### src/rtl/core/pcxrle_pkg.sv
`timescale 1ns / 1ps
// ----------------------------------------------------------------------------
// pcxrle_pkg
// Shared types and constants of the PCX run-length scanline decoder.
// ----------------------------------------------------------------------------
package pcxrle_pkg;

    localparam int DATA_W  = 8;
    localparam int ROW_W   = 16;
    localparam int COL_W   = 18;
    localparam int BPL_W   = 16;
    localparam int PC_W    = 3;
    localparam int CNT_W   = 6;
    localparam int PADDR_W = 4;
    localparam int PDATA_W = 32;

    localparam logic [DATA_W-1:0] COUNT_MASK = 8'hC0;

    typedef enum logic [1:0] {
        REG_RLE_ENABLED    = 2'd0,
        REG_BYTES_PER_LINE = 2'd1,
        REG_PLANE_COUNT    = 2'd2,
        REG_IMAGE_ROWS     = 2'd3
    } reg_index_t;

    typedef struct packed {
        logic             rle_enabled;
        logic [BPL_W-1:0] bytes_per_line;
        logic [PC_W-1:0]  plane_count;
        logic [ROW_W-1:0] image_rows;
    } cfg_t;

    typedef enum logic {
        ST_IDLE,
        ST_RUN
    } state_t;

    typedef struct packed {
        logic load_run;
        logic load_count;
        logic emit;
    } dp_cmd_t;

    typedef struct packed {
        logic dead;
        logic value_expected;
        logic count_byte;
        logic count_zero;
        logic out_free;
        logic last;
        logic line_end;
    } dp_status_t;

endpackage

### src/rtl/core/pcx_rle_scanline_decoder.sv
`timescale 1ns / 1ps
// ----------------------------------------------------------------------------
// pcx_rle_scanline_decoder
// PCX run-length decoder giving each byte with its row and interleaved column.
// ----------------------------------------------------------------------------
// a taken literal or value loads the run registers before its results are emitted
// throughput: one result word per cycle from a single emit stage while the
//   output is free; a run is taken as count, value, then its n results
// the next word is taken with the last result of a run unless it ends a line
// reset: synchronous active low; position, run state and registers to defaults
// ----------------------------------------------------------------------------
module pcx_rle_scanline_decoder import pcxrle_pkg::*; #(
    parameter int MAX_PLANES = 4
) (
    input  logic               aclk,
    input  logic               aresetn,
    input  logic               psel,
    input  logic               penable,
    input  logic               pwrite,
    input  logic [PADDR_W-1:0] paddr,
    input  logic [PDATA_W-1:0] pwdata,
    output logic [PDATA_W-1:0] prdata,
    output logic               pready,
    input  logic               s_valid,
    output logic               s_ready,
    input  logic [DATA_W-1:0]  s_data_byte,
    output logic               m_valid,
    input  logic               m_ready,
    output logic [ROW_W-1:0]   m_row,
    output logic [COL_W-1:0]   m_column,
    output logic [DATA_W-1:0]  m_pixel_byte,
    output logic               m_run_last,
    output logic               m_image_last
);

    cfg_t       cfg;
    dp_cmd_t    cmd;
    dp_status_t sts;

    pcxrle_regs u_regs (
        .aclk    (aclk),
        .aresetn (aresetn),
        .psel    (psel),
        .penable (penable),
        .pwrite  (pwrite),
        .paddr   (paddr),
        .pwdata  (pwdata),
        .prdata  (prdata),
        .pready  (pready),
        .cfg     (cfg)
    );

    pcxrle_ctrl u_ctrl (
        .aclk    (aclk),
        .aresetn (aresetn),
        .s_valid (s_valid),
        .s_ready (s_ready),
        .sts     (sts),
        .cmd     (cmd)
    );

    pcxrle_dp #(
        .MAX_PLANES (MAX_PLANES)
    ) u_dp (
        .aclk         (aclk),
        .aresetn      (aresetn),
        .cfg          (cfg),
        .cmd          (cmd),
        .s_data_byte  (s_data_byte),
        .sts          (sts),
        .m_valid      (m_valid),
        .m_ready      (m_ready),
        .m_row        (m_row),
        .m_column     (m_column),
        .m_pixel_byte (m_pixel_byte),
        .m_run_last   (m_run_last),
        .m_image_last (m_image_last)
    );

    // nothing follows the final word of the image
    a_done_quiet: assert property (@(posedge aclk) disable iff (!aresetn)
        (m_valid && m_ready && m_image_last) |=> !m_valid)
        else $error("word after end of image");

    // no new word while a run still has results to give
    a_run_busy: assert property (@(posedge aclk) disable iff (!aresetn)
        (cmd.emit && !sts.last) |-> !s_ready)
        else $error("input taken in the middle of a run");

    // end of image always closes the run
    a_img_last: assert property (@(posedge aclk) disable iff (!aresetn)
        (m_valid && m_image_last) |-> m_run_last)
        else $error("end of image without run end");

    // rows stay inside the image
    a_row_range: assert property (@(posedge aclk) disable iff (!aresetn)
        m_valid |-> (m_row < cfg.image_rows))
        else $error("row beyond image");

endmodule

### src/rtl/core/pcxrle_regs.sv
`timescale 1ns / 1ps
// ----------------------------------------------------------------------------
// pcxrle_regs
// APB-style configuration registers of the decoder.
// ----------------------------------------------------------------------------
module pcxrle_regs import pcxrle_pkg::*; (
    input  logic               aclk,
    input  logic               aresetn,
    input  logic               psel,
    input  logic               penable,
    input  logic               pwrite,
    input  logic [PADDR_W-1:0] paddr,
    input  logic [PDATA_W-1:0] pwdata,
    output logic [PDATA_W-1:0] prdata,
    output logic               pready,
    output cfg_t               cfg
);

    cfg_t       cfg_reg;
    reg_index_t index;
    logic       wr_en;

    assign index  = reg_index_t'(paddr[3:2]);
    assign wr_en  = psel && penable && pwrite;
    assign pready = 1'b1;
    assign cfg    = cfg_reg;

    always_ff @(posedge aclk) begin
        if (!aresetn) begin
            cfg_reg.rle_enabled    <= 1'b1;
            cfg_reg.bytes_per_line <= BPL_W'(1);
            cfg_reg.plane_count    <= PC_W'(1);
            cfg_reg.image_rows     <= ROW_W'(1);
        end else if (wr_en) begin
            unique case (index)
                REG_RLE_ENABLED:    cfg_reg.rle_enabled    <= pwdata[0];
                REG_BYTES_PER_LINE: cfg_reg.bytes_per_line <= pwdata[BPL_W-1:0];
                REG_PLANE_COUNT:    cfg_reg.plane_count    <= pwdata[PC_W-1:0];
                REG_IMAGE_ROWS:     cfg_reg.image_rows     <= pwdata[ROW_W-1:0];
            endcase
        end
    end

    always_comb begin
        unique case (index)
            REG_RLE_ENABLED:    prdata = PDATA_W'(cfg_reg.rle_enabled);
            REG_BYTES_PER_LINE: prdata = PDATA_W'(cfg_reg.bytes_per_line);
            REG_PLANE_COUNT:    prdata = PDATA_W'(cfg_reg.plane_count);
            REG_IMAGE_ROWS:     prdata = PDATA_W'(cfg_reg.image_rows);
        endcase
    end

endmodule

### src/rtl/core/pcxrle_ctrl.sv
`timescale 1ns / 1ps
// ----------------------------------------------------------------------------
// pcxrle_ctrl
// Controller: takes input words, decodes count/value/literal, sequences runs.
// ----------------------------------------------------------------------------
module pcxrle_ctrl import pcxrle_pkg::*; (
    input  logic       aclk,
    input  logic       aresetn,
    input  logic       s_valid,
    output logic       s_ready,
    input  dp_status_t sts,
    output dp_cmd_t    cmd
);

    state_t state_reg;
    state_t state_next;

    always_ff @(posedge aclk) begin
        if (!aresetn) begin
            state_reg <= ST_IDLE;
        end else begin
            state_reg <= state_next;
        end
    end

    always_comb begin
        state_next = state_reg;
        cmd        = '0;
        s_ready    = 1'b0;
        unique case (state_reg)
            ST_IDLE: begin
                s_ready = 1'b1;
            end
            ST_RUN: begin
                cmd.emit = sts.out_free;
                // next word may enter with the last result unless a line ends
                s_ready  = sts.out_free && sts.last && !sts.line_end;
                if (sts.out_free && sts.last) begin
                    state_next = ST_IDLE;
                end
            end
        endcase
        if (s_valid && s_ready && !sts.dead) begin
            priority if (sts.value_expected) begin
                cmd.load_run = 1'b1;
                if (!sts.count_zero) begin
                    state_next = ST_RUN;
                end
            end else if (sts.count_byte) begin
                cmd.load_count = 1'b1;
            end else begin
                cmd.load_run = 1'b1;
                state_next   = ST_RUN;
            end
        end
    end

endmodule

### src/rtl/core/pcxrle_dp.sv
`timescale 1ns / 1ps
// ----------------------------------------------------------------------------
// pcxrle_dp
// Datapath: run state, scanline position and the output register.
// ----------------------------------------------------------------------------
module pcxrle_dp import pcxrle_pkg::*; #(
    parameter int MAX_PLANES = 4
) (
    input  logic              aclk,
    input  logic              aresetn,
    input  cfg_t              cfg,
    input  dp_cmd_t           cmd,
    input  logic [DATA_W-1:0] s_data_byte,
    output dp_status_t        sts,
    output logic              m_valid,
    input  logic              m_ready,
    output logic [ROW_W-1:0]  m_row,
    output logic [COL_W-1:0]  m_column,
    output logic [DATA_W-1:0] m_pixel_byte,
    output logic              m_run_last,
    output logic              m_image_last
);

    localparam int PI_W   = (MAX_PLANES > 1) ? $clog2(MAX_PLANES) : 1;
    localparam int PN_W   = $clog2(MAX_PLANES + 1);
    localparam int PROD_W = (BPL_W + PN_W + 1 > COL_W) ? BPL_W + PN_W + 1 : COL_W;

    logic              value_expected_reg;
    logic [CNT_W-1:0]  run_count_reg;
    logic [CNT_W-1:0]  remain_reg;
    logic [DATA_W-1:0] pixel_reg;
    logic [PI_W-1:0]   plane_index_reg;
    logic [BPL_W-1:0]  plane_byte_reg;
    logic [ROW_W-1:0]  row_index_reg;
    logic              finished_reg;
    logic              m_valid_reg;
    logic [ROW_W-1:0]  m_row_reg;
    logic [COL_W-1:0]  m_column_reg;
    logic [DATA_W-1:0] m_pixel_byte_reg;
    logic              m_run_last_reg;
    logic              m_image_last_reg;

    logic [3:0]        pc_ext;
    logic [PN_W-1:0]   planes_eff;
    logic [BPL_W-1:0]  bpl_eff;
    logic [BPL_W:0]    pb_inc;
    logic [PN_W-1:0]   pi_inc;
    logic [ROW_W:0]    row_inc;
    logic              plane_end;
    logic              planes_end;
    logic              line_end;
    logic              img_end;
    logic              last;
    logic [PROD_W-1:0] col_full;

    always_comb begin
        pc_ext = 4'(cfg.plane_count);
        priority if (pc_ext == 4'd0) begin
            planes_eff = PN_W'(1);
        end else if (pc_ext > 4'(MAX_PLANES)) begin
            planes_eff = PN_W'(MAX_PLANES);
        end else begin
            planes_eff = PN_W'(pc_ext);
        end
    end

    assign bpl_eff    = (cfg.bytes_per_line == '0) ? BPL_W'(1) : cfg.bytes_per_line;
    assign pb_inc     = {1'b0, plane_byte_reg} + (BPL_W+1)'(1);
    assign pi_inc     = PN_W'(plane_index_reg) + PN_W'(1);
    assign row_inc    = {1'b0, row_index_reg} + (ROW_W+1)'(1);
    assign plane_end  = pb_inc >= {1'b0, bpl_eff};
    assign planes_end = pi_inc >= planes_eff;
    assign line_end   = plane_end && planes_end;
    assign img_end    = line_end && (row_inc >= {1'b0, cfg.image_rows});
    assign last       = (remain_reg == CNT_W'(1)) || line_end;
    assign col_full   = PROD_W'(plane_byte_reg) * PROD_W'(planes_eff)
                      + PROD_W'(plane_index_reg);

    assign sts.dead           = finished_reg || (row_index_reg >= cfg.image_rows);
    assign sts.value_expected = value_expected_reg;
    assign sts.count_byte     = cfg.rle_enabled
                              && ((s_data_byte & COUNT_MASK) == COUNT_MASK);
    assign sts.count_zero     = (run_count_reg == '0);
    assign sts.out_free       = !m_valid_reg || m_ready;
    assign sts.last           = last;
    assign sts.line_end       = line_end;

    always_ff @(posedge aclk) begin
        if (!aresetn) begin
            value_expected_reg <= 1'b0;
            run_count_reg      <= '0;
            plane_index_reg    <= '0;
            plane_byte_reg     <= '0;
            row_index_reg      <= '0;
            finished_reg       <= 1'b0;
            m_valid_reg        <= 1'b0;
        end else begin
            if (cmd.emit) begin
                if (plane_end) begin
                    plane_byte_reg <= '0;
                    if (planes_end) begin
                        plane_index_reg <= '0;
                        row_index_reg   <= row_inc[ROW_W-1:0];
                        if (img_end) begin
                            finished_reg <= 1'b1;
                        end
                    end else begin
                        plane_index_reg <= pi_inc[PI_W-1:0];
                    end
                end else begin
                    plane_byte_reg <= pb_inc[BPL_W-1:0];
                end
            end
            if (cmd.load_run) begin
                value_expected_reg <= 1'b0;
            end
            if (cmd.load_count) begin
                run_count_reg      <= s_data_byte[CNT_W-1:0];
                value_expected_reg <= 1'b1;
            end
            if (cmd.emit) begin
                m_valid_reg <= 1'b1;
            end else if (m_ready) begin
                m_valid_reg <= 1'b0;
            end
        end
    end

    always_ff @(posedge aclk) begin
        if (cmd.emit) begin
            m_row_reg        <= row_index_reg;
            m_column_reg     <= col_full[COL_W-1:0];
            m_pixel_byte_reg <= pixel_reg;
            m_run_last_reg   <= last;
            m_image_last_reg <= img_end;
        end
        if (cmd.load_run) begin
            remain_reg <= value_expected_reg ? run_count_reg : CNT_W'(1);
            pixel_reg  <= s_data_byte;
        end else if (cmd.emit) begin
            remain_reg <= remain_reg - CNT_W'(1);
        end
    end

    assign m_valid      = m_valid_reg;
    assign m_row        = m_row_reg;
    assign m_column     = m_column_reg;
    assign m_pixel_byte = m_pixel_byte_reg;
    assign m_run_last   = m_run_last_reg;
    assign m_image_last = m_image_last_reg;

endmodule

### config.mk
export PLATFORM = sky130hd
export DESIGN_NAME = pcx_rle_scanline_decoder
export DESIGN_NICKNAME = d
export VERILOG_FILES = /design/src/rtl/core/pcxrle_pkg.sv /design/src/rtl/core/pcx_rle_scanline_decoder.sv /design/src/rtl/core/pcxrle_regs.sv /design/src/rtl/core/pcxrle_ctrl.sv /design/src/rtl/core/pcxrle_dp.sv
export SDC_FILE = /design/constraint.sdc
export NUM_CORES = 1
export LEC_CHECK = 0
export ABC_AREA = 1
export BUFFER_PORTS_ARGS = -buffer_cell sky130_fd_sc_hd__buf_2
export CAP_MARGIN = 20
export CORE_ASPECT_RATIO = 1.4
export CORE_MARGIN = 1.5
export CORE_UTILIZATION = 58
export CTS_CLUSTER_SIZE = 40
export DETAILED_ROUTE_END_ITERATION = 7
export HOLD_SLACK_MARGIN = 0.15
export PLACE_DENSITY = 0.92
export SYNTH_ARGS = -nofsm -noshare
export SYNTH_HDL_FRONTEND = slang
export SYNTH_SLANG_ARGS = --single-unit
### constraint.sdc
create_clock -name aclk -period 5.8 [get_ports aclk]
set_clock_uncertainty 0.2 [all_clocks]
set_input_delay 0.87 -clock aclk [delete_from_list [all_inputs] [get_ports aclk]]
set_output_delay 0.87 -clock aclk [all_outputs]
set_load 0.01 [all_outputs]
# Yosys cells after proc, flatten, opt, wreduce, memory -nomap -nowiden
# Index checks and enable logic that the tools add are counted.
[word_totals]
input_bits = 51
out_inout_bits = 79
word_cells = 91
regBits = 138
[classes]
n_mul = 1
add_sub_neg = 5
mux = 26
order_cmp = 5
reduce_logical = 29
n_eq_ne = 5
n_bitwise = 1
[op_table]
columns = ["cell", "n"]
rows = [
  ["$pmux 32 s4", 1],
  ["$add 16x1->17 const B", 2],
  ["$ge 17x16->1", 2],
  ["$mux 16", 2],
  ["$add 18x2->18", 1],
  ["$mul 16x3->18", 1],
  ["$mux 6", 3],
  ["$ge 16x16->1", 1],
  ["$logic_not 16->1", 1],
  ["$mux 1", 15],
  ["$reduce_and 2->1", 5],
  ["$logic_and 1x1->1", 9],
  ["$eq 2x2->1 const B", 3],
  ["$eq 6x1->1 const B", 1],
  ["$logic_not 6->1", 1],
  ["$mux 3", 2],
  ["$reduce_bool 2->1", 3],
  ["$sub 6x1->6 const B", 1],
  ["$mux 2", 2],
  ["$reduce_and 4->1", 1],
  ["$add 2x1->3 const B", 1],
  ["$ge 3x3->1", 1],
  ["$gt 3x3->1 const B", 1],
  ["$logic_not 1->1", 3],
  ["other kinds (7)", 9],
]

# Depth between registers and ports, before layout
[depth]
ltp_word = 14
depth_mapped = 24

# By module
# Synthesis repeated with hierarchy kept, for this count alone.
[unflattened]
cells_unflattened = 1125
hier_area_um2 = 9061.2
[modules_own_cells]
columns = ["mod", "seq_area_each_um2", "instances", "cells_each", "area_per_inst_um2"]
rows = [
  ["pcxrle_dp", 2602.5, 1, 836, 7118.1],
  ["pcxrle_regs", 720.7, 1, 268, 1824.2],
  ["pcxrle_ctrl", 20.0, 1, 21, 118.9],
]

# Least setup slack after synthesis
# Ideal clock, no wire load.
[synth_path]
path_kind = "input to register"
startpoint = "in m_ready"
endpoint = "reg u_dp.remain_reg[0], enable pin"
path_slack_ns = 0.919
t_required_ns = 5.282
arrival_ns = 4.362
stages = 7
cell_sequence = "inv_1 -> nand2_1 -> inv_1 -> nor2_1 -> clkinv_1 -> clkbuf_1 -> nand2_1"
[synth_rtl]
columns = ["item", "line", "text"]
rows = [
  ["from (decl)", "pcx_rle_scanline_decoder.sv:28", "input logic m_ready,"],
  ["to (signal assigned)", "pcxrle_dp.sv:138", "remain_reg <= value_expected_reg ? run_count_reg : CNT_W'(1);"],
  ["to (signal assigned)", "pcxrle_dp.sv:141", "remain_reg <= remain_reg - CNT_W'(1);"],
  ["to (decl)", "pcxrle_dp.sv:30", "logic [CNT_W-1:0] remain_reg;"],
]

# Final worst setup path
[layout_path]
startpoint = "reg u_regs.cfg_reg (netlist bit u_regs.cfg[18])"
endpoint = "reg u_dp.m_column_reg[15], in the netlist u_dp.m_column[15] (data pin)"
[layout_between]
elab_chain_cells = 5
[layout_lines]
columns = ["item", "line", "text"]
rows = [
  ["from (decl)", "pcxrle_regs.sv:19", "cfg_t cfg_reg;"],
  ["$gt 3x3->1", "pcxrle_dp.sv:60", "end else if (pc_ext > 4'(MAX_PLANES)) begin"],
  ["$mux 3", "pcxrle_dp.sv:60", ""],
  ["$mux 3 *", "pcxrle_dp.sv:58", "priority if (pc_ext == 4'd0) begin"],
  ["$mul 16x3->18 *", "pcxrle_dp.sv:76", "assign col_full = PROD_W'(plane_byte_reg) * PROD_W'(planes_eff)"],
  ["$add 18x2->18 *", "pcxrle_dp.sv:77", "+ PROD_W'(plane_index_reg);"],
  ["via u_dp.col_full[15]", "pcxrle_dp.sv:54", "logic [PROD_W-1:0] col_full;"],
  ["to (signal assigned)", "pcxrle_dp.sv:132", "m_column_reg <= col_full[COL_W-1:0];"],
  ["to (decl)", "pcxrle_dp.sv:38", "logic [COL_W-1:0] m_column_reg;"],
]
# The timed path passes the listed nets; every way through them passes the cells marked *.
# A chain may end at the register's enable or synchronous reset.

==> impl_metrics.json <==
{
  "status": "finished, final reports clean",
  "regToRegEndpoint": "u_dp.m_column[15]$_DFFE_PP_",
  "synth_seq_cells": 138,
  "path_depth": 16,
  "wl_um": 19300,
  "cts_hold_buf": 0,
  "grt_usage": 0.265,
  "synth_top_area_share": 0.206,
  "crit_path_top_delay_cell": "nor2_1",
  "reg2reg_from": "u_regs.cfg[18]$_SDFFE_PN0P_",
  "critical-path-top-delay-family": "simple AND/OR/NAND/NOR gates",
  "area_growth_pct": 13.8,
  "min-delay-start": "u_dp.pixel_reg[0]$_DFFE_PP_",
  "critPathKind": "register to register",
  "met1Wirelength_um": 7260,
  "cp_data_required_time_ns": 5.78,
  "path_cells": "nor2_1 -> inv_1 -> nor2_1 -> ha_1 -> ha_1 -> ha_1 -> fa_1 -> nand3_1 -> nand2_1 -> a21oi_1 -> o21ai_0 -> a21boi_0 -> o21ai_0 -> nand3_1 -> nand2_1 -> xor2_1",
  "first_pass_iters": 6,
  "synth_compound_area_frac": 0.125,
  "die_y_um": 146,
  "r2r_setup_slack_ns": 1.09,
  "clk_latency_ns": 0.43,
  "drt-initial-drc-count": 405,
  "grt.overflow.total": 0,
  "largest_register_ff_count": 36,
  "fin_util": 0.670,
  "power.density_mw_per_mm2": 381,
  "clockRootBuffer": "clkbuf_16",
  "synth.yosys.seq_area_share": 0.395,
  "max_slew_margin": 0.428,
  "cts_tree": "yes",
  "num_vias": 7128,
  "finalNetCount": 1246,
  "start_kind": "register",
  "rows": 52,
  "yosysWarnings": 0,
  "final-hold-violation-count": 0,
  "syn_inst": 1010,
  "post_cts_buffers": 0,
  "route.antenna.remaining_nets": 0,
  "clk_pin_slew_ns": 0.06,
  "antenna_found_initial": 0,
  "postCtsResizedCells": 0,
  "max_stage_delay_ns": 0.68,
  "antenna_cells": 0,
  "synth_adder_area_share": 0.168,
  "initial_core_util": 0.589,
  "reg2regPathDepth": 16,
  "drive_gt1_frac": 0.131,
  "crit_path_end_kind": "register",
  "grt_pass1_vias": 6989,
  "min_path_cells": 0,
  "synth_top_family_by_area": "simple AND/OR/NAND/NOR gates",
  "grt_start_max_net_pins": 55,
  "hold_path.class": "register to register",
  "synth_xor_area_frac": 0.0465,
  "met3_length_um": 1140,
  "highest_layer": "met4",
  "fillers": 1117,
  "cp-endpoint": "u_dp.m_column[15]$_DFFE_PP_",
  "grt_pass1_wl_um": 32200,
  "wire_per_inst_um": 15.0,
  "path_buf_inv": 1,
  "crit_start": "u_regs.cfg[18]$_SDFFE_PN0P_",
  "critical_path_arrival_ns": 4.69,
  "worst_pin_slew_ns": 0.852,
  "min_period_ns": 4.71,
  "fin_crit_sh": 0.812,
  "power_mw": 3.67,
  "cp_max_fo": 17,
  "place.gp.congestion": 0.911,
  "synth.distinct_cells": 45,
  "slew_viol_final": 0,
  "yosys-top-cells-area": "edfxtp_1 (21%), dfxtp_1 (19%), ha_1 (13%)",
  "rsz0062_at_grt": "no",
  "maxCapViolations": 0,
  "synthSimpleGateAreaFrac": 0.171,
  "numCtsBuffers": 17,
  "dr_wl_met2_um": 9680,
  "crit_path_frequent_cell": "ha_1",
  "viasPerCell": 5.52,
  "peakVddDrop_mv": 0.324,
  "clockBufferDepth": 2,
  "htreeDepth": 4,
  "setup_violations": 0,
  "muxShareOfSynthArea": 0,
  "p_leak_nw": 4.52,
  "dpl.hpwl_um": 14000,
  "coreArea_mm2": 0.0144,
  "die_w_um": 105,
  "timing.setup.tns_ns": 0,
  "port_buffers": 94,
  "cts_num_sinks": 138,
  "die-area_mm2": 0.0153,
  "io_pins": 130,
  "synth_area_mm2": 0.00847,
  "syn_avg_cell_area_um2": 8.38,
  "drc": 0,
  "fmax_mhz": 212,
  "synth_top_cell_by_area": "edfxtp_1"
}
## cell usage in the layout (no fill, tap or decap), types with 34 or more instances in the layout
cell type,instances
nand2_1,187
a21oi_1,98
buf_2,94
inv_1,131
ha_1,90
nand3_1,34
dfxtp_1,80
edfxtp_1,58
nor2_1,76
o21ai_0,57
## synth_stat cells
master and count:
nand2_1 187, inv_1 131, a21oi_1 98, ha_1 90
dfxtp_1 80, nor2_1 77, edfxtp_1 58, o21ai_0 57
nand3_1 34, xor2_1 33, clkbuf_1 20, buf_4 19
fa_1 15, o22ai_1 14, xnor2_1 12, buf_2 10
nand4_1 9, nor4_1 8, nor3_1 7, a211oi_1 5
a21o_1 5, nand3_2 4, nor2_2 3, o21ai_1 3
a21boi_0 2, a31oi_1 2, buf_6 2, clkinv_1 2
conb_1 2, o211ai_1 2, o21bai_1 2, o221ai_1 2
or2_2 2, or3_1 2, a41o_1 1, a41oi_1 1
inv_2 1, nand2_2 1, nand2_4 1, nand3b_1 1
nand4_2 1, nor3_2 1, nor3b_1 1, o31ai_1 1
or2_1 1
## power by group
part	leakage (nW)	internal (mW)	switching, mW
sequential	1.19	1.29	0.112
clock	0.319	0.771	0.441
combinational	3.01	0.361	0.695
total	4.52	2.42	1.25
## worst min-delay path by stage
stage / endpoint / slack, ns
finish: u_dp.m_pixel_byte[0]$_DFFE_PP_ / 0.21
global route: u_dp.m_pixel_byte[1]$_DFFE_PP_ / 0.22
CTS: u_dp.m_pixel_byte[0]$_DFFE_PP_ / 0.22
detailed placement: u_dp.m_pixel_byte[0]$_DFFE_PP_ / 0.20
global placement: u_dp.m_pixel_byte[0]$_DFFE_PP_ / 0.20
floorplan: u_dp.m_pixel_byte[0]$_DFFE_PP_ / 0.20
## metal layers
| layer | up-vias | GRT usage |
|---|---|---|
| met4 | 0 | 0.174 |
| met1 | 3259 | 0.287 |
| met5 | - | 0 |
| met3 | 78 | 0.0555 |
| met2 | 302 | 0.465 |
| li1 | 3489 | - |
## layout make-up
| class | count | area [µm²] | area share |
|---|---|---|---|
| Multi-Input combinational cell | 702 | 4390 | 0.456 |
| Inverter | 134 | 503 | 0.0522 |
| Clock inverter | 15 | 236 | 0.0246 |
| Clock buffer | 17 | 425 | 0.0442 |
| Sequential cell | 138 | 3340 | 0.347 |
| Timing Repair Buffer | 97 | 493 | 0.0512 |
| Tap cell | 189 | 236 | 0.0246 |
## worst register-to-register path, stage by stage, from the launching register on
cell and delay [ns]:
dfxtp_1 0.48, nor2_1 0.68, inv_1 0.32, nor2_1 0.16
ha_1 0.24, ha_1 0.29, ha_1 0.24, fa_1 0.42
nand3_1 0.10, nand2_1 0.09, a21oi_1 0.20, o21ai_0 0.21
a21boi_0 0.32, o21ai_0 0.20, nand3_1 0.11, nand2_1 0.07
xor2_1 0.14
## metrics by stage
step / std cells / worst slack [ns] / hold slack, ns / instance area, µm²
2_1_floorplan: 1025 / 0.919 / 0.200 / 8520
3_3_place_gp: 1260 / 1.32 / 0.200 / 8970
3_5_place_dp: 1260 / 1.17 / 0.205 / 8970
4_1_cts: 1292 / 1.14 / 0.217 / 9630
5_1_grt: 1292 / 0.659 / 0.223 / 9630
6_report: 1292 / 1.09 / 0.215 / 9630
## cells by family after synthesis
kind of cell,after synthesis
flops,138
fa+ha+maj,105
compound gates,195
simple gates,340
xor+xnor,45
other cells,2
buf+inv,185
Power figures use the tool's default switching activity.
